--- src/hw/rtl/binary_trie_max_xor_macros.svh ---
// Assertion macros shared by the binary trie max-XOR RTL.
// Users must have i_clk and i_rst_n in scope; no other dependencies.
`ifndef BINARY_TRIE_MAX_XOR_MACROS_SVH
`define BINARY_TRIE_MAX_XOR_MACROS_SVH
`ifndef ASSERT_OFF
`define BTMX_ASSERT(lbl, expr) \
    lbl: assert property (@(posedge i_clk) disable iff (!i_rst_n) (expr)) \
        else $error("assertion failed");
`define BTMX_ASSERT_IMP(lbl, ante, cons) \
    lbl: assert property (@(posedge i_clk) disable iff (!i_rst_n) (ante) |-> (cons)) \
        else $error("assertion failed");
`define BTMX_ASSERT_NXT(lbl, ante, cons) \
    lbl: assert property (@(posedge i_clk) disable iff (!i_rst_n) (ante) |=> (cons)) \
        else $error("assertion failed");
`else
`define BTMX_ASSERT(lbl, expr)
`define BTMX_ASSERT_IMP(lbl, ante, cons)
`define BTMX_ASSERT_NXT(lbl, ante, cons)
`endif
`endif

--- src/hw/rtl/btmx_pkg.sv ---
// Package for the binary trie max-XOR block: sizes, codes and the
// controller/datapath interface structs. No dependencies.
`timescale 1ns / 1ps

package btmx_pkg;

    // Default sizing of the trie.
    localparam int VALUE_BITS_DEF    = 32;
    localparam int NODE_CAPACITY_DEF = 4096;

    // Fixed width of the value and result words on the ports.
    localparam int DATA_W = 32;

    // Operation codes.
    localparam logic OP_INSERT = 1'b0;
    localparam logic OP_QUERY  = 1'b1;

    // Result status codes.
    localparam logic [1:0] STATUS_OK    = 2'd0;
    localparam logic [1:0] STATUS_EMPTY = 2'd1;
    localparam logic [1:0] STATUS_FULL  = 2'd2;

    // Commands from the controller to the datapath.
    typedef struct packed {
        logic load;
        logic step;
        logic emit;
    } t_cmd;

    // Status from the datapath to the controller.
    typedef struct packed {
        logic skip;
        logic last;
    } t_stat;

endpackage

--- src/hw/rtl/btmx_ctrl.sv ---
// Controller state machine of the binary trie max-XOR block.
// Depends on btmx_pkg and binary_trie_max_xor_macros.svh.
`timescale 1ns / 1ps
`include "binary_trie_max_xor_macros.svh"

module btmx_ctrl (
    input  logic            i_clk,
    input  logic            i_rst_n,
    input  logic            i_in_valid,
    output logic            o_in_stall,
    output logic            o_out_valid,
    input  logic            i_out_stall,
    input  btmx_pkg::t_stat i_stat,
    output btmx_pkg::t_cmd  o_cmd
);

    typedef enum logic [1:0] {
        S_IDLE,
        S_WALK,
        S_DONE
    } t_state;

    t_state r_state;
    logic   r_in_stall;
    logic   r_out_valid;
    logic   w_accept;
    logic   w_emit;

    // A word is taken only while idle; a result moves out once the output register is free.
    assign w_accept = i_in_valid && !r_in_stall;
    assign w_emit   = (r_state == S_DONE) && (!r_out_valid || !i_out_stall);

    assign o_cmd.load = w_accept;
    assign o_cmd.step = (r_state == S_WALK);
    assign o_cmd.emit = w_emit;

    assign o_in_stall  = r_in_stall;
    assign o_out_valid = r_out_valid;

    // State and registered handshake outputs.
    always_ff @(posedge i_clk) begin
        if (!i_rst_n) begin
            r_state     <= S_IDLE;
            r_in_stall  <= 1'b0;
            r_out_valid <= 1'b0;
        end else begin
            // A new result replaces the taken one; otherwise a taken result clears the flag.
            if (w_emit) begin
                r_out_valid <= 1'b1;
            end else if (r_out_valid && !i_out_stall) begin
                r_out_valid <= 1'b0;
            end
            case (r_state)
                S_IDLE: begin
                    if (w_accept) begin
                        r_in_stall <= 1'b1;
                        r_state    <= i_stat.skip ? S_DONE : S_WALK;
                    end
                end
                S_WALK: begin
                    if (i_stat.last) begin
                        r_state <= S_DONE;
                    end
                end
                S_DONE: begin
                    if (w_emit) begin
                        r_in_stall  <= 1'b0;
                        r_state     <= S_IDLE;
                    end
                end
                default: begin
                    r_state <= S_IDLE;
                end
            endcase
        end
    end

    // A finished result waits while the output register is still held.
    `BTMX_ASSERT_NXT(a_done_holds, r_state == S_DONE && r_out_valid && i_out_stall,
                     r_state == S_DONE)
    // A new result appears only out of the done state.
    `BTMX_ASSERT_IMP(a_rise_from_done, $rose(r_out_valid), $past(r_state) == S_DONE)
    // The input stall tracks the busy states.
    `BTMX_ASSERT(a_stall_busy, r_in_stall == (r_state != S_IDLE))

endmodule

--- config.mk ---
export PLATFORM = sky130hd
export DESIGN_NAME = btmx_ctrl
export DESIGN_NICKNAME = d
export VERILOG_FILES = /design/src/hw/rtl/btmx_pkg.sv /design/src/hw/rtl/btmx_ctrl.sv
export VERILOG_INCLUDE_DIRS = /design/src /design/src/hw/rtl
export SDC_FILE = /design/constraint.sdc
export NUM_CORES = 1
export LEC_CHECK = 0
export ABC_AREA = 1
export BUFFER_PORTS_ARGS = -buffer_cell sky130_fd_sc_hd__buf_2
export CORE_AREA = 2 2 39 41
export CTS_CLUSTER_DIAMETER = 200
export CTS_CLUSTER_SIZE = 25
export DETAILED_ROUTE_END_ITERATION = 16
export DIE_AREA = 0 0 41 43
export PLACE_DENSITY = 0.37
export REMOVE_ABC_BUFFERS = 1
export SYNTH_ARGS = -nofsm -noshare
export SYNTH_HDL_FRONTEND = slang
export SYNTH_SLANG_ARGS = --single-unit
--- constraint.sdc ---
create_clock -name i_clk -period 1.9 [get_ports i_clk]
set_input_delay 0.095 -clock i_clk [delete_from_list [all_inputs] [get_ports i_clk]]
set_output_delay 0.095 -clock i_clk [all_outputs]
set_load 0.01 [all_outputs]
==> results of run 1 <==
==> state kept, by name (all words and copies together) (netlist names) <==
signal	cells
r_state	2
o_in_stall	1
o_out_valid	1
==> final timing paths <==
path,slack (ns),cells after the start,endpoint,from
worst max-delay path,0.77,5,o_cmd[0],r_state[1]$_SDFFE_PN0P_
worst max register to register,1.04,5,o_in_stall$_SDFFE_PN0P_,r_state[1]$_SDFFE_PN0P_
worst min register to register,0.48,2,o_in_stall$_SDFFE_PN0P_,o_in_stall$_SDFFE_PN0P_
worst min-delay path,0.12,3,r_state[0]$_SDFFE_PN0P_,i_rst_n
==> power by group <==
group / switching [uW] / total [uW] / internal [uW]
clock network: 34.5 / 105 / 70.6
registers: 5.61 / 98.5 / 92.9
logic: 31.6 / 54.5 / 22.9
==> routing by layer <==
| metal | track usage, % | up-vias | part of all wire, % |
|---|---|---|---|
| met5 | 0 | - | 0 |
| met4 | 2.00 | 0 | 0 |
| met3 | 9.42 | 0 | 12 |
| met2 | 8.13 | 8 | 47 |
| met1 | 6.77 | 92 | 40 |
| li1 | - | 127 | - |
==> cell families after synthesis <==
kind of cell	after synthesis	share of synthesized area, %
compound gates	4	9.41
simple gates	16	30.0
flops	4	37.6
buf+inv	11	22.9
==> cell type report <==
| class | instances | area, um2 | share of cell area, % |
|---|---|---|---|
| Tap cell | 16 | 20.0 | 6.90 |
| Sequential cell | 4 | 80.1 | 27.6 |
| Clock buffer | 3 | 22.5 | 7.76 |
| Timing Repair Buffer | 10 | 50.0 | 17.2 |
| Inverter | 9 | 33.8 | 11.6 |
| Multi-Input combinational cell | 20 | 83.8 | 28.9 |
==> layout by cell type (no fill, tap or decap), drive strengths merged <==
| cell | n |
|---|---|
| inv | 9 |
| nand2 | 11 |
| clkbuf | 3 |
| nand3 | 3 |
| a21oi | 4 |
| nor2 | 2 |
| buf | 10 |
| dfxtp | 4 |
==> worst max-delay path, stage by stage (launching register included) <==
cell and delay (ns):
dfxtp_1 0.34, inv_2 0.06, nor2_1 0.12, nand2_1 0.10, inv_1 0.06, buf_2 0.12
==> stage by stage <==
stage | utilization, % | hold slack, ns
floorplan | - | 0.236
finish | 21.0 | 0.115
global route | 21.0 | 0.126
CTS | 21.0 | 0.112
global placement | 19.3 | 0.373
detailed placement | 19.3 | 0.364
==> reports/results.tsv, run 1 <==
stage	metric	value	unit
drt	drt_wl_total	450	um
logic_synthesis	ys.flop_type	dfxtp_1	
pwr	ir_drop	332	uV
pwr	leakage	0.000187	uW
finish	fin_nets	54	
global_route	antenna_found_initial	0	
drt	num_vias	227	
sta	slew_headroom	87.2	%
cts	cts.sinks	4	
worst_hold_path	hold_path_class	in -> reg	
finish	stdcell_count	62	
floorplanning	die_h	43	um
sta	max_freq	886	MHz
placed_design	portBuffers	10	
drt	ant_nets	0	
logic_synthesis	synth.most_common_cell	nand2_1	
finish	final_area	290	um2
logic_synthesis	avgSynthCellArea	6.08	um2
logic_synthesis	ys_ff_latch	4	
logic_synthesis	netlist_instances	35	
sta	drv_slew	0	
sta	fin_crit_sh	59.4	%
sta	hold_violations	0	
critical_path	worstPathArrival	1.03	ns
pwr	p_per_area	889	nW/um2
sta	setup_slack	0.772	ns
floorplanning	start_util	15.4	%
cts	cts.htree.levels	1	
cts	path_clk_slew	0.04	ns
drt	avgRoutedWirePerCell	7.26	um
status	status	finished, final reports clean	
logic_synthesis	synth_area_leader_cell	dfxtp_1	
sta	rsz0062_at_grt	false	
drt	drtIter0Drc	6	
critical_path	endpoint_kind	output port	
cts	post_cts_resized	0	
drt	drc	0	
finish	drive_above_1_share	30.4	%
placed_design	dpl.hpwl	373	um
cts	clock_latency	0.23	ns
cts	cts_tree	yes	
sta	worst_slew_pin_slew	0.191	ns
placed_design	post-place-ws	1.00	ns
placed_design	gp_congestion	0.713	
logic_synthesis	yosys-top-cells-count	nand2_1 (11), inv_1 (8), a21oi_1 (4), dfxtp_1 (4), nand3_1 (3)	
logic_synthesis	synth_edf_count	0	
placed_design	place_area	268	um2
critical_path	cp-start-kind	flop	
floorplanning	num_rows	14	
finish	area_growth_syn_to_layout	36.5	%
sta	period_needed	1.13	ns
sta	setup_viol	0	
logic_synthesis	synthTopCellsByArea	dfxtp_1 (38%), nand2_1 (19%), inv_1 (14%)	
critical_path	critical_path_class	reg -> out	
cts	root_buffer	clkbuf_4	
cts	cts_made_buffers	3	
sta	setup_tns	0	ns
cts	post_cts_buffers	0	
cts	hold_buffers	0	
global_route	grt_pass1_wl	710	um
placed_design	place_inst	59	
finish	fill_cells	155	
floorplanning	die_x	41	um
floorplanning	die_area	1760	um2
logic_synthesis	synthArstFlopShare	0	%
critical_path	worstPathRequired	1.80	ns
floorplanning	top_level_ports	11	
logic_synthesis	ys_types	8	
pwr	total_power	258	uW
finish	antenna_cells	0	
logic_synthesis	synth_area	213	um2
logic_synthesis	synth_top_area_share	37.6	%
drt	via_per_inst	3.66	
critical_path	crit_path_max_fanout	4	
floorplanning	core_region_area	1380	um2
drt	dr.pass1.iters	2	
logic_synthesis	yosysWarnings	0	
sta	skew	0.00396	ns
global_route	first_global_vias	200	
flow_run	drv_cap	0	
logic_synthesis	yosysSeqAreaShare	37.6	%
cts	clockBufferDepth	2	
global_route	grt_usage	6.83	%
global_route	grt_overflow	0	
global_route	grt_max_degree	5	
Power figures use the tool's default switching activity.
==> inputs of run 2 (changes only) <==
==> constraint.sdc (replaced) <==
create_clock -name i_clk -period 1.1 [get_ports i_clk]
set_input_delay 0.055 -clock i_clk [delete_from_list [all_inputs] [get_ports i_clk]]
set_output_delay 0.055 -clock i_clk [all_outputs]
set_load 0.01 [all_outputs]
==> reports/results.tsv, run 2 (synthesis results as in run 1) <==
stage	metric	value	unit	change
drt	drc	0		unchanged
global_route	grt_pass1_wl	683	um	-3.8%
drt	wl_met1	188	um	+3.3%
floorplanning	top_level_ports	11		unchanged
sta	max_freq	991	MHz	
critical_path	worstPathCellList	inv_2 > nor2_4 > nand2_2 > inv_1 > buf_2		
pwr	swShare	27.8	%	about the same
critical_path	crit_family	flip-flops		
pwr	ir_drop	760	uV	+130%
critical_path	worst-r2r-setup-slack	0.24	ns	-0.80 ns
placed_design	dpl.hpwl	374	um	+0.30%
critical_path	path_buf_inv	3		unchanged
finish	stdcell_count	62		unchanged
critical_path	crit-reg2reg-launch	r_state[0]$_SDFFE_PN0P_		
drt	dr.pass1.iters	1		-1
global_route	grt_usage	6.34	%	-0.50 points
drt	num_vias	222		-2.2%
finish	final_cell_mix	nand2_1 (10), buf_2 (10), inv_1 (8), a21oi_1 (4), dfxtp_1 (4)		
critical_path	crit_path_max_fanout	4		unchanged
cts	cts_made_buffers	3		unchanged
critical_path	cp-start-kind	flop		
placed_design	place_inst	59		unchanged
floorplanning	die_area	1760	um2	unchanged
finish	final_core_util	21.7	%	+0.72 points
finish	area_growth_syn_to_layout	41.2	%	
floorplanning	die_h	43	um	unchanged
cts	root_buffer	clkbuf_4		
finish	antenna_cells	0		unchanged
drt	met3WireLength	34	um	-39%
pwr	p_per_area	1490	nW/um2	+68%
worst_hold_path	whs_endpoint	r_state[0]$_SDFFE_PN0P_		
critical_path	worstPathRequired	1.04	ns	-0.76 ns
drt	avgRoutedWirePerCell	7.10	um	-2.2%
critical_path	r2r-end	r_state[1]$_SDFFE_PN0P_		
cts	clock_latency	0.23	ns	about the same
sta	period_needed	1.01	ns	
floorplanning	num_rows	14		unchanged
worst_hold_path	hold_depth	3		unchanged
floorplanning	core_region_area	1380	um2	unchanged
drt	ant_nets	0		unchanged
cts	cts_tree	yes		
finish	drive_above_1_share	34.8	%	+4.3 points
drt	wl_met2	217	um	+2.8%
sta	drv_slew	0		unchanged
sta	hold_violations	0		unchanged
flow_run	drv_cap	0		unchanged
drt	highest_layer	met3		
cts	path_clk_slew	0.04	ns	about the same
status	status	finished, final reports clean		
sta	setup_viol	0		unchanged
sta	rsz0062_at_grt	false		
cts	cts.sinks	4		unchanged
pwr	p_int	324	uW	+74%
sta	hold_slack	0.0880	ns	-0.0271 ns
sta	setup_tns	0	ns	unchanged
floorplanning	die_x	41	um	unchanged
placed_design	gp_congestion	0.657		-7.9%
pwr	leakage	0.000187	uW	+0.31%
sta	worst_slew_pin_slew	0.182	ns	-0.00841 ns
critical_path	endpoint_kind	output port		
sta	fin_crit_sh	91.8	%	
finish	final_area	300	um2	+3.4%
finish	fin_nets	54		unchanged
pwr	power_frac_comb	22.1	%	+1.0 points
global_route	grt_max_degree	5		unchanged
drt	via_per_inst	3.58		-2.2%
cts	hold_buffers	0		unchanged
critical_path	rr_worst_depth	4		-1
placed_design	portBuffers	10		unchanged
cts	cts.htree.levels	1		unchanged
global_route	antenna_found_initial	0		unchanged
critical_path	worstPathArrival	0.95	ns	-0.08 ns
global_route	grt_overflow	0		unchanged
critical_path	cpPeakStageDelay	0.34	ns	about the same
drt	drtIter0Drc	0		-6
critical_path	slowest_stage	dfxtp_1		
worst_hold_path	hold_path.startpoint	i_rst_n		
drt	drt_wl_total	440	um	-2.2%
placed_design	place_area	268	um2	unchanged
sta	slew_headroom	87.8	%	+0.59 points
sta	skew	0.000385	ns	-0.00357 ns
worst_hold_path	hold_path_class	in -> reg		
pwr	clkPwrFrac	39.7	%	-1.0 points
pwr	p_seq_share	38.2	%	about the same
pwr	switching_power	125	uW	+74%
global_route	first_global_vias	195		-2.5%
floorplanning	start_util	15.4	%	unchanged
finish	regMostFlops	r_state		
finish	largest_register_ffs	2		unchanged
critical_path	critical_path_class	reg -> out		
cts	clockBufferDepth	2		unchanged
[run 2: stage by stage]
step / setup slack [ns] / total power, uW
3_5_place_dp: 0.236 / 269
6_report: 0.0906 / 449
4_1_cts: 0.0295 / 457
2_1_floorplan: 0.320 / 232
5_1_grt: 0.0129 / 493
3_3_place_gp: 0.199 / 271
[run 2: timing repair]
action | CTS | global route
hold endpoints to repair | 0 | 0
resized for setup | 1 | 2
setup endpoints to repair | 1 | 1
buffers inserted | 0 | 0
[run 2: per-layer routing]
| layer | up-vias | GRT usage [%] |
|---|---|---|
| met5 | - | 0 |
| met4 | 0 | 4.00 |
| met3 | 0 | 6.28 |
| met2 | 7 | 7.81 |
| met1 | 92 | 6.47 |
| li1 | 123 | - |
[run 2: worst max path at each step]
| stage | startpoint | end | depth (start not counted) |
|---|---|---|---|
| final | r_state[1]$_SDFFE_PN0P_ | o_cmd[0] | 5 |
| after global routing | r_state[1]$_SDFFE_PN0P_ | o_cmd[0] | 5 |
| after CTS | r_state[1]$_SDFFE_PN0P_ | o_cmd[0] | 5 |
| after detailed placement | r_state[1]$_SDFFE_PN0P_ | o_in_stall$_SDFFE_PN0P_ | 5 |
| after global placement | r_state[1]$_SDFFE_PN0P_ | o_in_stall$_SDFFE_PN0P_ | 5 |
| after floorplan | o_in_stall$_SDFFE_PN0P_ | r_state[1]$_SDFFE_PN0P_ | 5 |
[run 2: layout make-up]
| class | count | area, um2 |
|---|---|---|
| fillers | 169 | 1080 |
| multi-input cells | 20 | 93.8 |
| flip-flops and latches | 4 | 80.1 |
| repair buffers | 10 | 50.0 |
| inverters | 9 | 33.8 |
| clock buffers | 3 | 22.5 |
| well taps | 16 | 20.0 |
[run 2: worst min-delay path: stages]
cell	delay, ns
buf_2	0.11
nand3_1	0.07
a21oi_1	0.04
[run 2: power groups by stage]
stage,sequential (uW),combinational [uW],clock (uW)
final,171,99.2,178
after global routing,173,117,204
after CTS,171,98.2,188
after detailed placement,172,96.7,0
after global placement,173,97.6,0
after floorplan,175,57.4,0
==> inputs of run 3 (changes only) <==
--- a/config.mk
+++ b/config.mk
@@ -9,6 +9,7 @@
 export ABC_AREA = 1
 export BUFFER_PORTS_ARGS = -buffer_cell sky130_fd_sc_hd__buf_2
 export CORE_AREA = 2 2 39 41
+export CTS_BUF_LIST = sky130_fd_sc_hd__clkbuf_8
 export CTS_CLUSTER_DIAMETER = 200
 export CTS_CLUSTER_SIZE = 25
 export DETAILED_ROUTE_END_ITERATION = 16
==> constraint.sdc (replaced) <==
create_clock -name i_clk -period 1.1 [get_ports i_clk]
set_input_delay 0.22 -clock i_clk [delete_from_list [all_inputs] [get_ports i_clk]]
set_output_delay 0.22 -clock i_clk [all_outputs]
set_load 0.01 [all_outputs]
==> reports/results.tsv, run 3 (synthesis results as in run 1) <==
stage	metric	value	unit	change
cts	cts.htree.levels	1		unchanged
cts	cts_tree	yes		
drt	dr.pass1.iters	4		+3
floorplanning	num_rows	14		unchanged
global_route	grt_overflow	0		unchanged
sta	max_freq	895	MHz	-9.6%
pwr	leakage	0.000201	uW	+7.0%
finish	regMostFlops	r_state		
placed_design	place_area	268	um2	unchanged
drt	ant_nets	0		unchanged
sta	hold_violations	0		unchanged
status	violations	setup timing		
drt	drtIter0Drc	1		+1
pwr	ir_drop	780	uV	+2.6%
cts	clockBufferDepth	2		unchanged
critical_path	endpoint_kind	output port		
global_route	grt_usage	6.93	%	+0.60 points
worst_hold_path	hold_path_class	in -> reg		
finish	drive_above_1_share	44.7	%	+9.9 points
floorplanning	core_region_area	1380	um2	unchanged
sta	fin_crit_sh	102	%	+9.8 points
cts	root_buffer	clkbuf_8		
floorplanning	start_util	15.4	%	unchanged
sta	drv_slew	0		unchanged
cts	cts.sinks	4		unchanged
global_route	antenna_found_initial	0		unchanged
global_route	first_global_vias	216		+11%
finish	area_growth_syn_to_layout	56.5	%	
critical_path	critical_path_class	reg -> out		
cts	path_clk_slew	0.03	ns	about the same
flow_run	drv_cap	0		unchanged
finish	final_area	333	um2	+11%
cts	cts_made_buffers	3		unchanged
sta	setup_viol	1		+1
status	status	finished, violations left		
drt	num_vias	233		+5.0%
sta	slew_headroom	86.3	%	-1.5 points
global_route	grt_max_degree	5		unchanged
finish	fin_nets	55		+1.9%
global_route	grt_pass1_wl	772	um	+13%
finish	layout_commonest_cell	buf_2		
critical_path	crit_path_max_fanout	4		unchanged
drt	via_per_inst	3.70		+3.3%
floorplanning	die_x	41	um	unchanged
floorplanning	die_h	43	um	unchanged
floorplanning	top_level_ports	11		unchanged
sta	skew	0.00213	ns	+0.00174 ns
sta	worst_slew_pin_slew	0.204	ns	+0.0221 ns
critical_path	worstPathArrival	0.90	ns	-0.05 ns
sta	setup_slack	-0.0169	ns	-0.107 ns
drt	drt_wl_total	456	um	+3.6%
drt	avgRoutedWirePerCell	7.24	um	+2.0%
floorplanning	die_area	1760	um2	unchanged
placed_design	gp_congestion	0.654		-0.46%
pwr	p_per_area	1750	nW/um2	+17%
placed_design	dpl.hpwl	371	um	-0.59%
critical_path	cp-start-kind	flop		
finish	final_cell_mix	buf_2 (10), nand2_1 (9), inv_1 (8), a21oi_1 (4)		
placed_design	portBuffers	10		unchanged
finish	antenna_cells	0		unchanged
sta	period_needed	1.12	ns	+0.107 ns
finish	final_core_util	24.1	%	+2.4 points
sta	rsz0062_at_grt	true		
drt	drc	0		unchanged
critical_path	worstPathRequired	0.88	ns	-0.16 ns
cts	clock_latency	0.21	ns	-0.02 ns
finish	largest_register_ffs	2		unchanged
-- run 3: cell count changes in the layout (fill, tap and decap cells not counted) --
cell,delta
buf_4,+1
clkbuf_4,-3
clkbuf_8,+3
dfxtp_1,-3
dfxtp_2,+3
nand2_1,-1
nand2_2,+1
-- run 3: cell type report --
type,instances,area (um2)
multi-input cells,20,96.3
inverters,9,33.8
well taps,16,20.0
clock buffers,3,41.3
flip-flops and latches,4,83.8
fillers,164,1050
repair buffers,11,57.6
-- run 3: final timing paths --
kind                      startpoint                      end  slack [ns]  cells past startpoint
max reg2reg  r_state[0]$_SDFFE_PN0P_  r_state[1]$_SDFFE_PN0P_        0.23                      4
min reg2reg  o_in_stall$_SDFFE_PN0P_  o_in_stall$_SDFFE_PN0P_        0.46                      2
max          r_state[1]$_SDFFE_PN0P_                 o_cmd[0]       -0.02                      5
min                          i_rst_n  r_state[0]$_SDFFE_PN0P_        0.26                      3
-- run 3: metal layers --
| layer | GRT usage [%] | share of wire, % | wire (um) | up-vias |
|---|---|---|---|---|
| met4 | 4.00 | 0 | 0 | 0 |
| met3 | 6.28 | 9.9 | 45 | 0 |
| met5 | 0 | 0 | 0 | - |
| li1 | - | - | - | 126 |
| met1 | 7.42 | 41 | 186 | 99 |
| met2 | 8.75 | 49 | 224 | 8 |
-- run 3: metrics by stage --
| stage | instances | total power [uW] | setup TNS, ns | setup slack (ns) | hold slack (ns) |
|---|---|---|---|---|---|
| after floorplan | 33 | 232 | 0 | 0.235 | 0.361 |
| after global placement | 59 | 271 | 0 | 0.112 | 0.478 |
| after detailed placement | 59 | 269 | 0 | 0.105 | 0.471 |
| after CTS | 63 | 597 | -0.0297 | -0.0297 | 0.261 |
| after global routing | 63 | 632 | -0.104 | -0.0685 | 0.280 |
| final | 63 | 583 | -0.0169 | -0.0169 | 0.263 |
-- run 3: power by group --
group	internal (uW)	switching, uW	total [uW]
clock network	233	68.9	302
registers	163	10.5	174
logic	47.2	60.6	108
total	443	140	583
-- run 3: repair_timing --
action,4_1_cts,5_1_grt
pin swaps,1,0
hold buffers,0,0
endpoints found under the setup margin,1,3
gates resized for setup,5,2
buffers inserted,1,0
-- run 3: worst max-delay path: stages (launching register included) --
cell     delay (ns)
dfxtp_2        0.32
inv_2          0.05
nor2_4         0.09
nand2_2        0.06
inv_1          0.05
buf_2          0.11
